**config.mk**
```make
export PLATFORM = sky130hd
export DESIGN_NAME = chbd_front
export DESIGN_NICKNAME = d
export VERILOG_FILES = /design/src/rtl/core/chbd_pkg.sv /design/src/rtl/core/chbd_front.sv
export SDC_FILE = /design/constraint.sdc
export NUM_CORES = 1
export LEC_CHECK = 0
export BUFFER_PORTS_ARGS = -buffer_cell sky130_fd_sc_hd__buf_2
export CORE_MARGIN = 1
export CORE_UTILIZATION = 44
export DETAILED_ROUTE_END_ITERATION = 6
export PLACE_DENSITY_LB_ADDON = 0.05
export SLEW_MARGIN = 20
export SYNTH_ARGS = -nofsm -noshare
export SYNTH_HDL_FRONTEND = slang
export SYNTH_SLANG_ARGS = --single-unit
```
**constraint.sdc**
```tcl
create_clock -name clk -period 1.4 [get_ports clk]
set_input_delay 0.28 -clock clk [delete_from_list [all_inputs] [get_ports clk]]
set_output_delay 0.28 -clock clk [all_outputs]
set_load 0.05 [all_outputs]
```
**src/rtl/core/chbd_pkg.sv**
```systemverilog
package chbd_pkg;

  localparam int BYTE_W    = 8;
  localparam int SYM_COUNT = 257;
  localparam int SYM_W     = 9;
  localparam int MAX_LEN   = 32;
  localparam int LEN_W     = 6;
  localparam int LIDX_W    = 5;
  localparam int FC_W      = 42;
  localparam int CODE_W    = 32;

  typedef enum logic [1:0] {
    EV_BYTE       = 2'd0,
    EV_BLOCK_END  = 2'd1,
    EV_STREAM_END = 2'd2,
    EV_LEN_ERR    = 2'd3
  } event_t;

endpackage

```
**src/rtl/core/chbd_front.sv**
```systemverilog
module chbd_front
  import chbd_pkg::*;
(
  input  logic              clk,
  input  logic              rst,
  input  logic              byte_valid,
  output logic              byte_stall,
  input  logic [BYTE_W-1:0] in_byte,
  output logic              q_valid,
  output logic [BYTE_W-1:0] q_byte,
  input  logic              q_pop
);

  logic [BYTE_W-1:0] slot [2];
  logic              wp;
  logic              rp;
  logic [1:0]        fill;
  logic              push;

  assign byte_stall = (fill == 2'd2);
  assign push       = byte_valid && !byte_stall;
  assign q_valid    = (fill != 2'd0);
  assign q_byte     = slot[rp];

  always_ff @(posedge clk) begin
    if (push) begin
      slot[wp] <= in_byte;
    end
  end

  always_ff @(posedge clk) begin
    if (rst) begin
      wp   <= 1'b0;
      rp   <= 1'b0;
      fill <= 2'd0;
    end else begin
      if (push) begin
        wp <= !wp;
      end
      if (q_pop) begin
        rp <= !rp;
      end
      fill <= fill + {1'b0, push} - {1'b0, q_pop};
    end
  end

endmodule

```
==> impl_results.md <==
- Status: finished, violations left
- Failing checks: negative setup slack
- Pin slew with the least headroom to its limit: 0.213 ns
- Critical path endpoint category: output pin
- Vias in the first global route: 464
- Pre-antenna DRT Iters: 4
- CTS Root Cell: clkbuf_4
- Core ar.: 1710 um2
- I/O pin cnt: 22
- Deepest clock path buffer count: 2
- Die Wd: 44.7 um
- Htree depth: 1
- Main combinational cell family by area after synthesis: multiplexers
- Switch share: 0.345
- Distinct cells, synth: 18
- # rows: 15
- Crit Path Max Fanout: 5
- Final Cycle Share: 1.09
- Setup WS post-layout: -0.126 ns
- GRT overflow: 0
- Post-synthesis xor/xnor area fraction: 0.0328
- Peak Freq: 0.655 GHz
- ANT cells: 0
- Drt total wl: 1320 um
- Fin area: 1180 um2
- WP data arrival: 1.25 ns
- RSZ-0062 raised after global routing: true
- Global-route usage over all layers: 0.152
- First-pass GRT wire length: 1990 um
- Simple-Gate Fraction of Synth Area: 0.0624
- Largest net degree at the start of global routing: 13
- DRC: 0
- Initial antenna violation count: 0
- # setup viols final: 9
- # nets final: 93
- Register area share after synthesis: 0.724
- GP Congestion: 0.623
- Initial Utilization: 0.470
- Die area: 2000 um2
- Sw Pwr: 688 uW
- Final Critical Period: 1.53 ns
- Synth Net Count: 64
- Hold Crit Class: primary input to register
- Syn Inst Count: 50
- Number of fill cells: 131
- Initial DRC Count: 5
- DR vias/cell: 4.60
- Pleak: 0.490 nW
- Crit path required time: 1.12 ns
- Critical path class: register to output pin
- Routed vias: 474
- CTS tree: built
- Share of cells above drive strength 1: 0.641
- Mux cell area share after synthesis: 0.112
- Combinational cell fraction of total power: 0.447
- Peak supply drop: 958 uV
- Maxcap violations: 0
- Mean post-synth cell area: 16.0 um2
- Clock power share: 0.138
- WL/cell: 12.8 um
- Post-Syn Area: 802 um2
- Worst Skew: 0.00319 ns
- Pint: 1.31 mW
- Inst Count DP: 99
- Power consumption: 2.00 mW
- Chip Height: 44.7 um
- Detailed Place HPWL: 835 um
- Post-DP Area: 963 um2
- Post-cts hold buffer count: 0
- Skew-Pair Late Insertion Delay: 0.29 ns
- Final cell count without fillers: 103
- #FFs+latches synth: 21
- Crit start category: register
- Clock slew at reported path FFs: 0.11 ns
- Total CTS buffers: 3
- Max-slew violations: 0
- Post-Synth Adder-Cell Area: 0.0312
- Number of port buffers: 21
- Pwr dens: 1690 nW/um2
- Area Growth Syn to Fin: 47.7%
- Hold Vio Cnt, Final: 0
- Slew HR: 0.857
- Synth Area in Compound Gates: 0.0125
- Post-route ant nets: 0
- # clock sinks: 21
- Reg power frac: 0.415
- Yosys warnings: 0
Yosys cell counts, drive strengths merged:
| library cell | instances | area [um2] |
|---|---|---|
| inv | 4 | 15.0 |
| buf | 1 | 5.00 |
| o21ai | 1 | 5.00 |
| nand2 | 1 | 3.75 |
| dfxtp | 5 | 100 |
| nor2b | 1 | 6.26 |
| ha | 2 | 25.0 |
| nor2 | 3 | 11.3 |
| mux2 | 8 | 90.1 |
| nand2b | 1 | 8.76 |
| xor2 | 1 | 8.76 |
| edfxtp | 16 | 480 |
| a21oi | 1 | 5.00 |
| and3 | 1 | 7.51 |
| xnor2 | 2 | 17.5 |
| or2 | 1 | 6.26 |
| or3 | 1 | 6.26 |
state kept, by name (all words and copies together), names as in the netlist, named ones only:
name / count
rp: 1
slot: 16
wp: 1
fill: 2
cells by family (layout without fill, tap and decap cells):
| kind of cell | after synthesis | count (layout) |
|---|---|---|
| AOI/OAI and AO/OA | 2 | 2 |
| adders and majority gates | 2 | 2 |
| DFF | 21 | 21 |
| muxes | 8 | 8 |
| and+or+nand+nor | 9 | 9 |
| buffers and inverters | 5 | 33 |
| xor gates and xnor gates | 3 | 3 |
area by class of cell:
class	count	area [um2]	share of cell area
clock buffer	3	22.5	0.0190
sequential	21	587	0.495
clock inverter	1	5.00	0.00422
timing repair buffer	25	243	0.205
inverter	4	17.5	0.0148
multi-input combinational	24	279	0.235
tap	25	31.3	0.0264
path summary, 6_finish.rpt:
| check | endpoint | cells past startpoint | startpoint | slack (ns) |
|---|---|---|---|---|
| max | q_byte[1] | 3 | register | -0.13 |
| min reg2reg | wp | 2 | wp | 0.50 |
| min | slot[0][5] | 1 | in_byte[5] | 0.17 |
| max reg2reg | fill[1] | 8 | fill[0] | 0 |
per-stage QoR:
stage,hold slack (ns),setup slack (ns),utilization,TNS (ns)
floorplan,0.349,0.00844,-,0
global placement,0.467,-0.00844,0.564,-0.00844
detailed placement,0.472,-0.0576,0.564,-0.0576
CTS,0.159,-0.142,0.685,-1.14
global route,0.145,-0.182,0.694,-1.54
finish,0.169,-0.126,0.694,-0.975
cell usage in the layout (no fill, tap or decap):
cell type   n
clkbuf_4    3
mux2_4      8
buf_4       1
buf_8       9
o21ai_0     1
inv_2       2
edfxtp_1   16
or2_4       1
xor2_2      1
dfxtp_4     1
nor2b_1     1
ha_4        2
inv_1       1
nand2b_4    1
inv_4       1
clkinv_2    1
nor2_1      3
dfxtp_2     2
nand2_4     1
and3_2      1
dfxtp_1     2
buf_2      11
or3_1       1
xnor2_1     2
buf_6       4
a21oi_1     1
layer usage:
metal | vias to the layer above | global-route usage | share of wire
met1 | 227 | 0.166 | 0.40
met4 | 0 | 0.0727 | 0
met2 | 14 | 0.268 | 0.55
li1 | 233 | - | -
met5 | - | 0 | 0
met3 | 0 | 0.0480 | 0.048
timing repair:
action                                  4_1_cts  5_1_grt
pin swaps                                     7        3
setup buffers                                 0        0
endpoints found under the setup margin       11       17
gates resized for setup                      50        5
critical path: stages (launching register included):
cell     delay, ns
dfxtp_2       0.36
buf_6         0.13
mux2_4        0.31
buf_8         0.15
power groups by stage:
stage / Combinational (mW) / Clock [mW] / Sequential, mW
2_1_floorplan: 0.461 / 0 / 0.816
3_3_place_gp: 0.606 / 0 / 0.817
3_5_place_dp: 0.613 / 0 / 0.820
4_1_cts: 0.857 / 0.289 / 0.824
5_1_grt: 0.940 / 0.314 / 0.838
6_report: 0.892 / 0.277 / 0.829
No activity file was read; power rests on OpenSTA's default activity.
